### src/rtl/core/psta_pkg.sv
// ----------------------------------------------------------------------------
// Peer station table package
// Shared types, command and status codes for the peer station table.
// ----------------------------------------------------------------------------
package psta_pkg;

  // Default number of table slots.
  localparam int DEFAULT_TABLE_DEPTH = 32;

  // Command codes carried in func.
  localparam logic [1:0] FUNC_REPORT = 2'd0;
  localparam logic [1:0] FUNC_SWEEP  = 2'd1;
  localparam logic [1:0] FUNC_MARK   = 2'd2;

  // Status codes of a result word.
  localparam logic [2:0] STATUS_UPDATED   = 3'd0;
  localparam logic [2:0] STATUS_INSERTED  = 3'd1;
  localparam logic [2:0] STATUS_FULL      = 3'd2;
  localparam logic [2:0] STATUS_SWEPT     = 3'd3;
  localparam logic [2:0] STATUS_MARKED    = 3'd4;
  localparam logic [2:0] STATUS_NOT_FOUND = 3'd5;

  // Register offsets of the configuration port (byte address bit 2 selects).
  localparam logic REG_OFFLINE_SECONDS = 1'b0;
  localparam logic [31:0] OFFLINE_SECONDS_RESET = 32'd60;

  // Rate in kbps to Mbps: the rate shifted right by 3 is multiplied by a
  // rounded-up reciprocal of 125, and the quotient starts at product bit
  // RECIP_125_SHIFT. The result is exact for every 32-bit rate.
  localparam logic [29:0] RECIP_125 = 30'd549755814;
  localparam int RECIP_125_SHIFT = 36;
  localparam int RATE_W = 23;

  // Phy mode codes at or above this limit are stored as 11B.
  localparam logic [7:0] MODE_LIMIT = 8'd22;
  localparam logic [4:0] MODE_11B   = 5'd2;

  // Fixed point reciprocal of 5 for 16-bit dividends (product bits 31:18).
  localparam logic [15:0] RECIP_5 = 16'hCCCD;

  // Per-entry data that is stored but not needed for lookup or aging.
  typedef struct packed {
    logic [7:0]        rssi;
    logic [RATE_W-1:0] tx_mbps;
    logic [RATE_W-1:0] rx_mbps;
    logic [31:0]       assoc_time;
    logic [8:0]        channel;
    logic [4:0]        mode;
  } entry_info_t;

endpackage

### src/rtl/core/peer_station_table_aging.sv
// ----------------------------------------------------------------------------
// Peer station table with aging
// MAC-keyed table of peer stations with report, whitelist mark and sweep.
// ----------------------------------------------------------------------------
// One word is taken at a time; in_stall stays high until its result has been
// loaded into the output register. Every command except an unknown func walks
// the table one slot per cycle through the MAC and last-seen memories. A report
// that updates or inserts an entry then divides both rates by 1000 on one
// shared reciprocal multiplier, one rate per cycle, and writes the entry. A
// report on a full table skips the division and the write, and an unknown func
// skips the table walk.
// Reset only clears the valid bits, so no clearing pass is needed.
module peer_station_table_aging #(
  parameter int TABLE_DEPTH = psta_pkg::DEFAULT_TABLE_DEPTH
) (
  input  logic        clk,
  input  logic        rst,
  // Configuration port
  input  logic        psel,
  input  logic        penable,
  input  logic        pwrite,
  input  logic [2:0]  paddr,
  input  logic [31:0] pwdata,
  output logic [31:0] prdata,
  output logic        pready,
  // Input channel
  input  logic        in_valid,
  output logic        in_stall,
  input  logic [1:0]  func,
  input  logic [47:0] mac_address,
  input  logic [7:0]  signal_strength,
  input  logic [31:0] tx_rate_kbps,
  input  logic [7:0]  legacy_rate_code,
  input  logic [31:0] rx_rate_kbps,
  input  logic [31:0] assoc_seconds,
  input  logic [15:0] freq_mhz,
  input  logic [7:0]  phy_mode,
  input  logic [31:0] now_seconds,
  input  logic        whitelist_bit,
  // Output channel
  output logic        out_valid,
  input  logic        out_stall,
  output logic [2:0]  status,
  output logic [4:0]  slot_index,
  output logic [5:0]  removed_count,
  output logic [8:0]  channel_number
);
  import psta_pkg::*;

  localparam int IW = $clog2(TABLE_DEPTH);
  localparam int CW = $clog2(TABLE_DEPTH + 1);
  localparam logic [IW-1:0] LAST_SLOT = IW'(TABLE_DEPTH - 1);

  localparam logic [2:0] ST_IDLE  = 3'd0;
  localparam logic [2:0] ST_SCAN  = 3'd1;
  localparam logic [2:0] ST_DIV   = 3'd2;
  localparam logic [2:0] ST_WRITE = 3'd3;
  localparam logic [2:0] ST_DONE  = 3'd4;

  logic [2:0] state;

  // Configuration register and port.
  logic [31:0] offline_seconds;

  assign pready = 1'b1;
  assign prdata = (paddr[2] == REG_OFFLINE_SECONDS) ? offline_seconds : 32'd0;

  always_ff @(posedge clk) begin
    if (rst) begin
      offline_seconds <= OFFLINE_SECONDS_RESET;
    end else if (psel && penable && pwrite && paddr[2] == REG_OFFLINE_SECONDS) begin
      offline_seconds <= pwdata;
    end
  end

  // Captured input word.
  logic [1:0]  func_q;
  logic [47:0] mac_q;
  logic [7:0]  rssi_q;
  logic [31:0] txk_q;
  logic [7:0]  legacy_q;
  logic [31:0] rxk_q;
  logic [31:0] assoc_q;
  logic [15:0] freq_q;
  logic [7:0]  mode_q;
  logic [31:0] now_q;
  logic        wl_bit_q;

  logic accept;
  assign in_stall = (state != ST_IDLE);
  assign accept   = in_valid && !in_stall;

  always_ff @(posedge clk) begin
    if (accept) begin
      func_q   <= func;
      mac_q    <= mac_address;
      rssi_q   <= signal_strength;
      txk_q    <= tx_rate_kbps;
      legacy_q <= legacy_rate_code;
      rxk_q    <= rx_rate_kbps;
      assoc_q  <= assoc_seconds;
      freq_q   <= freq_mhz;
      mode_q   <= phy_mode;
      now_q    <= now_seconds;
      wl_bit_q <= whitelist_bit;
    end
  end

  // Channel from frequency: two reciprocal multiplies by 1/5 plus selection.
  logic [15:0] ch_num;
  logic [31:0] ch_prod;
  logic [13:0] ch_quot;
  logic [5:0]  band_d;
  logic [9:0]  band_prod;
  logic [3:0]  band_q5;
  logic [5:0]  band_r5;
  logic [13:0] ch_full;
  logic [8:0]  ch_sat;

  always_comb begin
    band_d    = 6'(freq_q - 16'd4940);
    band_prod = 10'(band_d) * 10'd13;
    band_q5   = band_prod[9:6];
    band_r5   = band_d - 6'(band_q5) * 6'd5;
    priority if (freq_q < 16'd2484) begin
      ch_num = freq_q - 16'd2407;
    end else if (freq_q >= 16'd5000) begin
      ch_num = freq_q - 16'd5000;
    end else if (freq_q > 16'd4900) begin
      ch_num = freq_q - 16'd4000;
    end else begin
      ch_num = freq_q - 16'd2512;
    end
    ch_prod = 32'(ch_num) * 32'(RECIP_5);
    ch_quot = ch_prod[31:18];
    priority if (freq_q == 16'd2484) begin
      ch_full = 14'd14;
    end else if (freq_q < 16'd2407) begin
      ch_full = 14'd0;
    end else if (freq_q < 16'd2484) begin
      ch_full = ch_quot;
    end else if (freq_q >= 16'd5000) begin
      ch_full = ch_quot;
    end else if (freq_q > 16'd4940 && freq_q < 16'd4990) begin
      ch_full = {7'd0, band_d, 1'b0} + ((band_r5 == 6'd2) ? 14'd1 : 14'd0);
    end else if (freq_q > 16'd4900) begin
      ch_full = ch_quot;
    end else if (freq_q < 16'd2512) begin
      ch_full = 14'd0;
    end else begin
      ch_full = 14'd15 + {2'd0, ch_quot[13:2]};
    end
    ch_sat = (ch_full > 14'd511) ? 9'd511 : ch_full[8:0];
  end

  // Table storage: valid and whitelist bits in flops, the rest in memories.
  logic [TABLE_DEPTH-1:0] entry_valid;
  logic [TABLE_DEPTH-1:0] entry_whitelisted;
  logic [47:0]       mac_mem  [TABLE_DEPTH];
  logic [31:0]       seen_mem [TABLE_DEPTH];
  entry_info_t       info_mem [TABLE_DEPTH];

  // Scan pipeline: read slot rd_idx, compare it in the next cycle.
  logic [IW-1:0] rd_idx;
  logic [IW-1:0] cmp_idx;
  logic          pend;
  logic [47:0]   rd_mac;
  logic [31:0]   rd_seen;
  logic [8:0]    chan;

  always_ff @(posedge clk) begin
    rd_mac  <= mac_mem[rd_idx];
    rd_seen <= seen_mem[rd_idx];
  end

  logic        hit_here, free_here, stale_here;
  logic [31:0] age;

  always_comb begin
    age        = now_q - rd_seen;
    hit_here   = pend && entry_valid[cmp_idx] && rd_mac == mac_q;
    free_here  = pend && !entry_valid[cmp_idx];
    stale_here = pend && entry_valid[cmp_idx] && !entry_whitelisted[cmp_idx] &&
                 age > offline_seconds;
  end

  logic          found, free_found;
  logic [IW-1:0] hit_slot, free_slot;
  logic [CW-1:0] removed;
  logic          found_fin, free_fin;
  logic [IW-1:0] hit_fin, free_slot_fin;

  always_comb begin
    found_fin     = found || hit_here;
    hit_fin       = found ? hit_slot : cmp_idx;
    free_fin      = free_found || free_here;
    free_slot_fin = free_found ? free_slot : cmp_idx;
  end

  // Shared reciprocal multiplier: each rate divided by 1000, one per cycle.
  logic              div_sel;
  logic [31:0]       div_src;
  logic [58:0]       div_prod;
  logic [RATE_W-1:0] quo_tx, quo_rx;

  always_comb begin
    div_src  = div_sel ? rxk_q : txk_q;
    div_prod = 59'(div_src[31:3]) * 59'(RECIP_125);
  end

  // Result being built and the slot to write.
  logic [2:0]    res_status;
  logic [IW-1:0] res_slot;
  logic          res_has_slot;
  logic          do_insert;
  entry_info_t   info_wr;

  always_comb begin
    info_wr.rssi       = rssi_q;
    info_wr.tx_mbps    = (txk_q == 32'd0) ? RATE_W'(legacy_q[6:1]) : quo_tx;
    info_wr.rx_mbps    = quo_rx;
    info_wr.assoc_time = assoc_q;
    info_wr.channel    = chan;
    info_wr.mode       = (mode_q >= MODE_LIMIT) ? MODE_11B : mode_q[4:0];
  end

  // Table memory writes.
  always_ff @(posedge clk) begin
    if (state == ST_WRITE) begin
      mac_mem[res_slot]  <= mac_q;
      seen_mem[res_slot] <= now_q;
      info_mem[res_slot] <= info_wr;
    end
  end

  // Sequencer.
  always_ff @(posedge clk) begin
    if (rst) begin
      state        <= ST_IDLE;
      entry_valid  <= '0;
      pend         <= 1'b0;
      out_valid    <= 1'b0;
    end else begin
      if (out_valid && !out_stall && state != ST_DONE) begin
        out_valid <= 1'b0;
      end
      unique case (state)
        ST_IDLE: begin
          if (accept) begin
            rd_idx     <= '0;
            pend       <= 1'b0;
            found      <= 1'b0;
            free_found <= 1'b0;
            removed    <= '0;
            res_has_slot <= 1'b0;
            do_insert  <= 1'b0;
            if (func == FUNC_REPORT || func == FUNC_SWEEP || func == FUNC_MARK) begin
              state <= ST_SCAN;
            end else begin
              res_status <= STATUS_NOT_FOUND;
              state      <= ST_DONE;
            end
          end
        end
        ST_SCAN: begin
          chan    <= ch_sat;
          pend    <= 1'b1;
          cmp_idx <= rd_idx;
          if (rd_idx != LAST_SLOT) begin
            rd_idx <= rd_idx + 1'b1;
          end
          if (hit_here && !found) begin
            found    <= 1'b1;
            hit_slot <= cmp_idx;
          end
          if (free_here && !free_found) begin
            free_found <= 1'b1;
            free_slot  <= cmp_idx;
          end
          if (func_q == FUNC_SWEEP && stale_here) begin
            entry_valid[cmp_idx] <= 1'b0;
            removed              <= removed + 1'b1;
          end
          // Last slot compared: decide the outcome.
          if (pend && cmp_idx == LAST_SLOT) begin
            unique case (func_q)
              FUNC_REPORT: begin
                if (found_fin || free_fin) begin
                  res_status   <= found_fin ? STATUS_UPDATED : STATUS_INSERTED;
                  res_slot     <= found_fin ? hit_fin : free_slot_fin;
                  res_has_slot <= 1'b1;
                  do_insert    <= !found_fin;
                  div_sel      <= 1'b0;
                  state        <= ST_DIV;
                end else begin
                  res_status <= STATUS_FULL;
                  state      <= ST_DONE;
                end
              end
              FUNC_SWEEP: begin
                res_status <= STATUS_SWEPT;
                state      <= ST_DONE;
              end
              FUNC_MARK: begin
                if (found_fin) begin
                  entry_whitelisted[hit_fin] <= wl_bit_q;
                  res_status   <= STATUS_MARKED;
                  res_slot     <= hit_fin;
                  res_has_slot <= 1'b1;
                end else begin
                  res_status <= STATUS_NOT_FOUND;
                end
                state <= ST_DONE;
              end
              default: begin
                res_status <= STATUS_NOT_FOUND;
                state      <= ST_DONE;
              end
            endcase
          end
        end
        ST_DIV: begin
          // The tx rate goes through the multiplier first, then the rx rate.
          if (!div_sel) begin
            quo_tx  <= div_prod[RECIP_125_SHIFT +: RATE_W];
            div_sel <= 1'b1;
          end else begin
            quo_rx <= div_prod[RECIP_125_SHIFT +: RATE_W];
            state  <= ST_WRITE;
          end
        end
        ST_WRITE: begin
          if (do_insert) begin
            entry_valid[res_slot]       <= 1'b1;
            entry_whitelisted[res_slot] <= 1'b0;
          end
          state <= ST_DONE;
        end
        ST_DONE: begin
          if (!out_valid || !out_stall) begin
            out_valid      <= 1'b1;
            status         <= res_status;
            slot_index     <= res_has_slot ? 5'(res_slot) : 5'd0;
            removed_count  <= (func_q == FUNC_SWEEP) ?
                              ((removed > CW'(63)) ? 6'd63 : 6'(removed)) : 6'd0;
            channel_number <= (func_q == FUNC_REPORT) ? chan : 9'd0;
            state          <= ST_IDLE;
          end
        end
        default: begin
          state <= ST_IDLE;
        end
      endcase
    end
  end

`ifndef SYNTH
  // A full table is only reported when every slot holds an entry.
  a_full_means_no_free: assert property (@(posedge clk) disable iff (rst)
    $rose(out_valid) && status == STATUS_FULL |-> &entry_valid)
    else $error("table full reported with a free slot");

  // Only a sweep reports removed entries.
  a_removed_only_sweep: assert property (@(posedge clk) disable iff (rst)
    out_valid && removed_count != 6'd0 |-> status == STATUS_SWEPT)
    else $error("removed count on a non-sweep result");

  // The divider only runs for a report that found or took a slot.
  a_div_for_report: assert property (@(posedge clk) disable iff (rst)
    state == ST_DIV |-> func_q == FUNC_REPORT && res_has_slot)
    else $error("divider running without a report slot");

  // After an insert the written slot is valid.
  a_insert_sets_valid: assert property (@(posedge clk) disable iff (rst)
    state == ST_WRITE |=> entry_valid[$past(res_slot)])
    else $error("written slot not valid");
`endif

endmodule

### config.mk
export PLATFORM = sky130hd
export DESIGN_NAME = peer_station_table_aging
export DESIGN_NICKNAME = d
export VERILOG_FILES = /design/src/rtl/core/psta_pkg.sv /design/src/rtl/core/peer_station_table_aging.sv
export SDC_FILE = /design/constraint.sdc
export NUM_CORES = 2
export LEC_CHECK = 0
export ABC_CLOCK_PERIOD_IN_PS = 9600
export BUFFER_PORTS_ARGS = -buffer_cell sky130_fd_sc_hd__buf_2
export CAP_MARGIN = 20
export CELL_PAD_IN_SITES_DETAIL_PLACEMENT = 0
export CELL_PAD_IN_SITES_GLOBAL_PLACEMENT = 1
export CORE_MARGIN = 2
export CORE_UTILIZATION = 55
export CTS_CLUSTER_SIZE = 12
export DETAILED_ROUTE_END_ITERATION = 8
export GPL_TIMING_DRIVEN = 0
export PLACE_DENSITY_LB_ADDON = 0.1
export REMOVE_ABC_BUFFERS = 1
export SYNTH_ARGS = -nofsm -noshare
export SYNTH_HDL_FRONTEND = slang
export SYNTH_SLANG_ARGS = --single-unit
### constraint.sdc
create_clock -name clk -period 9.6 [get_ports clk]
set_input_delay 1.92 -clock clk [delete_from_list [all_inputs] [get_ports clk]]
set_output_delay 1.92 -clock clk [all_outputs]
set_load 0.005 [all_outputs]
## Yosys cells after proc, flatten, opt, wreduce, memory -nomap -nowiden

Memory sizes are Yosys's and may differ from the RTL's. A register that Yosys moved wholly into a read port is not among the register bits.
Index checks and enable logic that the tools add are counted.

- RAM bits: 2560
- Bits in registers: 271
- Latch bits: 0
- Memories: 2
- Bits in read-only memories: 0

Memories:

| memory | depth | bits a word | read ports | clocked after memory_dff | wr ports | line | source |
|---|---|---|---|---|---|---|---|
| mac_mem | 32 | 48 | 1 | 1 | 1 | peer_station_table_aging.sv:159 | `logic [47:0] mac_mem [TABLE_DEPTH];` |
| seen_mem | 32 | 32 | 1 | 1 | 1 | peer_station_table_aging.sv:160 | `logic [31:0] seen_mem [TABLE_DEPTH];` |

- $lt $le $gt $ge: 16
- Div/mod/pow operators: 0
- Bitwise logic cells: 7
- Mux-type cells: 84
- Multipliers: 3
- Reductions and logical operators: 58
- Add/sub/neg operators: 11
- Shifts and indexed selects: 0
- Eq/ne operators: 33

Operators by type and width:

| cell | count |
|---|---|
| $mux 32 | 7 |
| $pmux 32 s2 | 2 |
| $mux 14 | 6 |
| $and 32x32->32 | 2 |
| $not 32->32 | 2 |
| $eq 48x48->1 | 1 |
| $lt 16x12->1 const B | 3 |
| $mux 16 | 3 |
| $sub 16x12->16 const B | 3 |
| $mux 5 | 7 |
| $bwmux 32 | 1 |
| $gt 16x13->1 const B | 2 |
| $gt 32x32->1 | 1 |
| $mul 16x16->32 const B | 1 |
| $ne 2x2->1 const B | 16 |
| $or 32x32->32 | 1 |
| $sub 32x32->32 | 1 |
| $mux 3 | 10 |
| $mux 1 | 25 |
| $pmux 5 s2 | 2 |
| $reduce_and 4->1 | 5 |
| $logic_and 1x1->1 | 19 |
| $lt 5x6->1 const B | 3 |
| $mux 6 | 3 |
| other kinds (45) | 86 |

## Depth between registers and ports, before layout

- Word-level depth: 14
- Mapped depth: 40
- Gate-level depth less buffers: 39

## Worst setup path before layout

Ideal clock, no wire load.

- Path kind: reg2reg
- Start point: register freq_q[6]
- End point: register chan[2] (data pin)
- Path buffers: 2
- Cell stages (with the launch flop): 36
- Arrival time: 8553 ps
- Setup slack: 781 ps
- Path through: edfxtp_1 clkbuf_1 inv_1 ha_1 nand4_1 o211ai_1 nand2_1 and2_1 clkbuf_1 o41ai_1 o21ai_0 or3_1 xor2_1 inv_1 ha_1 ha_1 inv_1 fa_1 inv_1 fa_1 fa_1 inv_1 fa_1 inv_1 ha_1 nand4_1 o21ai_1 nor2_1 o21ai_0 nand2_1 and3_2 or4_1 nor4_2 mux2i_1 a211oi_4 or3b_1

- Word-level cells in the longest chain between the ends: 14
- Elaborated cells on any way between the ends: 26
- Classes of those cells: add/sub: 5; mul: 1; order compare: 8; eq/ne: 1; mux: 10; reduce/logical: 1

Ends and longest elaborated chain:

| what | line | source |
|---|---|---|
| from (decl) | peer_station_table_aging.sv:84 | `logic [15:0] freq_q;` |
| from (signal assigned) | peer_station_table_aging.sv:102 | `freq_q <= freq_mhz;` |
| $sub 16x12->16, or another cell as far along | peer_station_table_aging.sv:132 | `ch_num = freq_q - 16'd2512;` |
| $mux 16 | peer_station_table_aging.sv:129 | `end else if (freq_q > 16'd4900) begin` |
| $mux 16 | peer_station_table_aging.sv:127 | `end else if (freq_q >= 16'd5000) begin` |
| $mux 16 | peer_station_table_aging.sv:125 | `priority if (freq_q < 16'd2484) begin` |
| $mul 16x16->32 | peer_station_table_aging.sv:134 | `ch_prod = 32'(ch_num) * 32'(RECIP_5);` |
| $add 4x12->13 | peer_station_table_aging.sv:151 | `ch_full = 14'd15 + {2'd0, ch_quot[13:2]};` |
| $mux 13 | peer_station_table_aging.sv:148 | `end else if (freq_q < 16'd2512) begin` |
| $mux 14 | peer_station_table_aging.sv:146 | `end else if (freq_q > 16'd4900) begin` |
| $mux 14 | peer_station_table_aging.sv:144 | `end else if (freq_q > 16'd4940 && freq_q < 16'd4990) begin` |
| $mux 14 | peer_station_table_aging.sv:142 | `end else if (freq_q >= 16'd5000) begin` |
| $mux 14 | peer_station_table_aging.sv:140 | `end else if (freq_q < 16'd2484) begin` |
| $mux 14 | peer_station_table_aging.sv:138 | `end else if (freq_q < 16'd2407) begin` |
| $mux 14 * | peer_station_table_aging.sv:136 | `priority if (freq_q == 16'd2484) begin` |
| $gt 14x9->1 | peer_station_table_aging.sv:153 | `ch_sat = (ch_full > 14'd511) ? 9'd511 : ch_full[8:0];` |
| to (signal assigned) | peer_station_table_aging.sv:266 | `chan <= ch_sat;` |
| to (decl) | peer_station_table_aging.sv:169 | `logic [8:0] chan;` |

Every way passes the cells marked *; elsewhere a longest branch is shown, timed or not.
A chain may end at the register's enable or synchronous reset.

## Worst setup path after layout

- Start point: register freq_q[4]
- End point: register chan[2] (data pin)

- Word-level cells in the longest chain between the ends: 14
- Elaborated cells on any way between the ends: 33
- Classes of those cells: add/sub: 8; mul: 3; order compare: 8; eq/ne: 2; mux: 11; reduce/logical: 1

Ends and longest elaborated chain:

| what | line |
|---|---|
| parallel branches: the longest is 12 deep, another holds $mul 6x4->10 | -- |
| $mux 14 * | peer_station_table_aging.sv:136 |
| $gt 14x9->1 | peer_station_table_aging.sv:153 |

Every way passes the cells marked *.

==> impl_metrics.ini <==
[status]
status = finished, final reports clean

[critical_path]
cp_max_fo = 10
cp_slowest_cell = or4_1
startpoint = freq_q[4]
critical-path-top-delay-family = adder cells
critical_path_class = reg -> reg
end_kind = register
cp.arrival_ns = 9.88
path_buf_inv = 3
cp.depth = 30
cpPeakStageDelay_ns = 0.57
reg2reg_from = freq_q[4]
cp-start-kind = register
reg2reg_depth = 30
cp_common_cell = fa_1
cp_data_required_time_ns = 10.21

[synth]
seq_area_frac_synth_pct = 71.93
yosysTopAreaCell = edfxtp_1
synth_area_leaders = edfxtp_1, mux4_2, dfxtp_1, ha_1, fa_1
synth_common_cells = edfxtp_1, mux4_2, inv_1, nor2_1, ha_1
ys_types = 90
synth_area_um2 = 119400
synthFlopType = edfxtp_1
post-synth-top-count-cell = edfxtp_1
async_flop_share_pct = 0
synth_warnings = 0
syn_inst = 5939
ys_seq_elements = 2911
synth_top_area_share_pct = 69.44
synth_edf_count = 2762
syn_avg_cell_area_um2 = 20.11

[floorplanning]
core_area_um2 = 216500
design.die.area_um2 = 220900
die_w_um = 470.0
die_height_um = 470.0
initial_utilization_pct = 55.17
io_pins = 319
rows = 171

[timing]
worstMarginPinSlew_ns = 1.143
fin_crit_sh_pct = 96.58
skew_ns = 0.07577
drv_slew = 0
period_needed_ns = 9.271
finalSetupViolCount = 0
slew_headroom_pct = 23.17
fin_hold_ws_ns = 0.3903
hold_viol = 0
fmax_ghz = 0.1079

[final_layout]
fin_util_pct = 65.21
regArea_um2 = 85920
fillers = 14160
area_growth_pct = 18.21
fin_area_um2 = 141200
layout-drive-gt1-share_pct = 28.80
fin_cells = 9625
nets = 7127
multi_input_comb_area_um2 = 31910

[cts]
root_buffer = clkbuf_16
cts_max_level = 5
worstSkewPairLatency_ns = 0.94
cts_buffer_depth = 4
clkTransAtPathRegs_ns = 0.06
cts_tree = done
cts.sinks = 2911
cts_made_buffers = 315
hold_buffers = 0

[global_routing]
grt_pass1_vias = 62300
grt_use_met2_pct = 44.20
grt_max_degree = 58
antenna_found_initial = 6
met3_usage_pct = 4.203
grt_usage_pct = 28.48
grt_pass1_wl_um = 449300
top_usage_layer = met2
met1_usage_pct = 42.53
grt_remaining_overflow = 0

[route]
drc = 0
ant_nets = 0
dr.first_iter.drc_count = 7780
wirelength_um = 312700
viasPerCell = 6.448
first_pass_iters = 6
vias = 62060
routedWlPerCell_um = 32.49

[power]
vdd_ir_drop_max_uv = 984.1
total_leakage_power_uw = 0.04681
power_density_nw_per_um2 = 313.1

[placement]
place_inst = 9057
port-buffer-count = 195
gp_congestion = 0.8374
placed_cell_area_um2 = 131300
place_hpwl_um = 203600

[min_path]
hp-start = res_status[2]
min_path_type = reg -> reg
min_path_cells = 0

[job]
max-cap-violations = 0
## per-layer routing
| layer | vias to the layer above | wire [um] | part of all wire [%] |
|---|---|---|---|
| li1 | 25330 | - | - |
| met1 | 33260 | 129100 | 41 |
| met2 | 2926 | 147800 | 47 |
| met3 | 545 | 25980 | 8.3 |
| met4 | 0 | 9873 | 3.2 |
| met5 | - | 0 | 0 |
## kinds of logic (layout without fill, tap and decap cells)
family	Yosys count	count (layout)	share of synthesized area [%]
compound gates	457	457	2.548
xor+xnor	143	143	1.049
fa+ha+maj	315	315	3.821
buf+inv	542	1371	1.747
flops	2911	2911	71.93
mux	914	914	16.32
other cells	1	4	0.003139
simple gates	656	656	2.581
## placed cells by master, fill, tap and decap left out, types with 27 or more instances in the layout
| cell type | instances |
|---|---|
| nor2_1 | 203 |
| mux4_2 | 818 |
| ha_1 | 232 |
| buf_12 | 138 |
| xor2_1 | 75 |
| o21a_1 | 52 |
| buf_2 | 197 |
| and2_1 | 28 |
| nand3_1 | 27 |
| buf_4 | 29 |
| clkbuf_1 | 138 |
| a32o_1 | 32 |
| edfxtp_1 | 2762 |
| xnor2_1 | 60 |
| clkbuf_16 | 323 |
| nand2_1 | 175 |
| fa_1 | 83 |
| a21oi_1 | 177 |
| inv_1 | 266 |
| mux2_2 | 85 |
| buf_16 | 190 |
| dfxtp_1 | 149 |
| o21ai_0 | 59 |
| nor2_4 | 32 |
| nor3_1 | 36 |
## final cells by class
class / instances / share of cell area [%]
repair buffers: 568 / 6.659
clock inverters: 48 / 0.3030
flip-flops and latches: 2911 / 60.85
clock buffers: 486 / 6.335
inverters: 269 / 0.7169
multi-input cells: 2486 / 22.60
well taps: 2854 / 2.529
diodes: 3 / 0.005317
## sequential cells by signal (all words and copies together) (netlist names), 6 cells and up
signal / count
mac_mem: 1536
seen_mem: 1024
mac_q: 48
rd_mac: 48
entry_valid: 32
entry_whitelisted: 32
now_q: 32
offline_seconds: 32
rd_seen: 32
freq_q: 16
chan: 9
channel_number: 9
removed: 6
removed_count: 6
## through the flow
| step | worst slack, ns | total power [uW] | setup TNS [ns] |
|---|---|---|---|
| after floorplan | -18.03 | 29150 | -1518.31 |
| after global placement | -30.90 | 33480 | - |
| after detailed placement | -1.486 | 31590 | -11.72 |
| after CTS | 0.007127 | 44050 | 0 |
| after global routing | -0.003847 | 46990 | -0.003847 |
| final | 0.3287 | 44210 | 0 |
## worst reg2reg max path, delay by kind of cell (launching register included)
family / cells / cell delay (ns)
AO/OA/AOI/OAI: 9 / 1.87
XOR/XNOR: 1 / 0.39
adder cells (fa/ha/maj): 8 / 3.50
buffers and inverters: 3 / 0.25
flip-flops: 1 / 0.47
multiplexers: 1 / 0.16
AND/OR/NAND/NOR: 8 / 2.34
## path summary, 6_finish.rpt
kind | to | slack, ns
max reg2reg | chan[2] | 0.33
min | status[2] | 0.39
min reg2reg | status[2] | 0.39
max | chan[2] | 0.33
## power by group
group / total [uW] / internal, uW / leakage [uW] / switching, uW
Sequential: 14900 / 14400 / 0.0261 / 449
Combinational: 18100 / 8010 / 0.0161 / 10100
Clock: 11300 / 6560 / 0.00456 / 4720
Total: 44200 / 29000 / 0.0468 / 15200
## what timing repair did
item,in CTS,in global routing
endpoints found under the setup margin,9,9
endpoints found under the hold margin,0,0
resized for setup,20,21
setup buffers,12,14
pin swaps,3,3
Note: power is estimated with default switching activity, not from simulation.
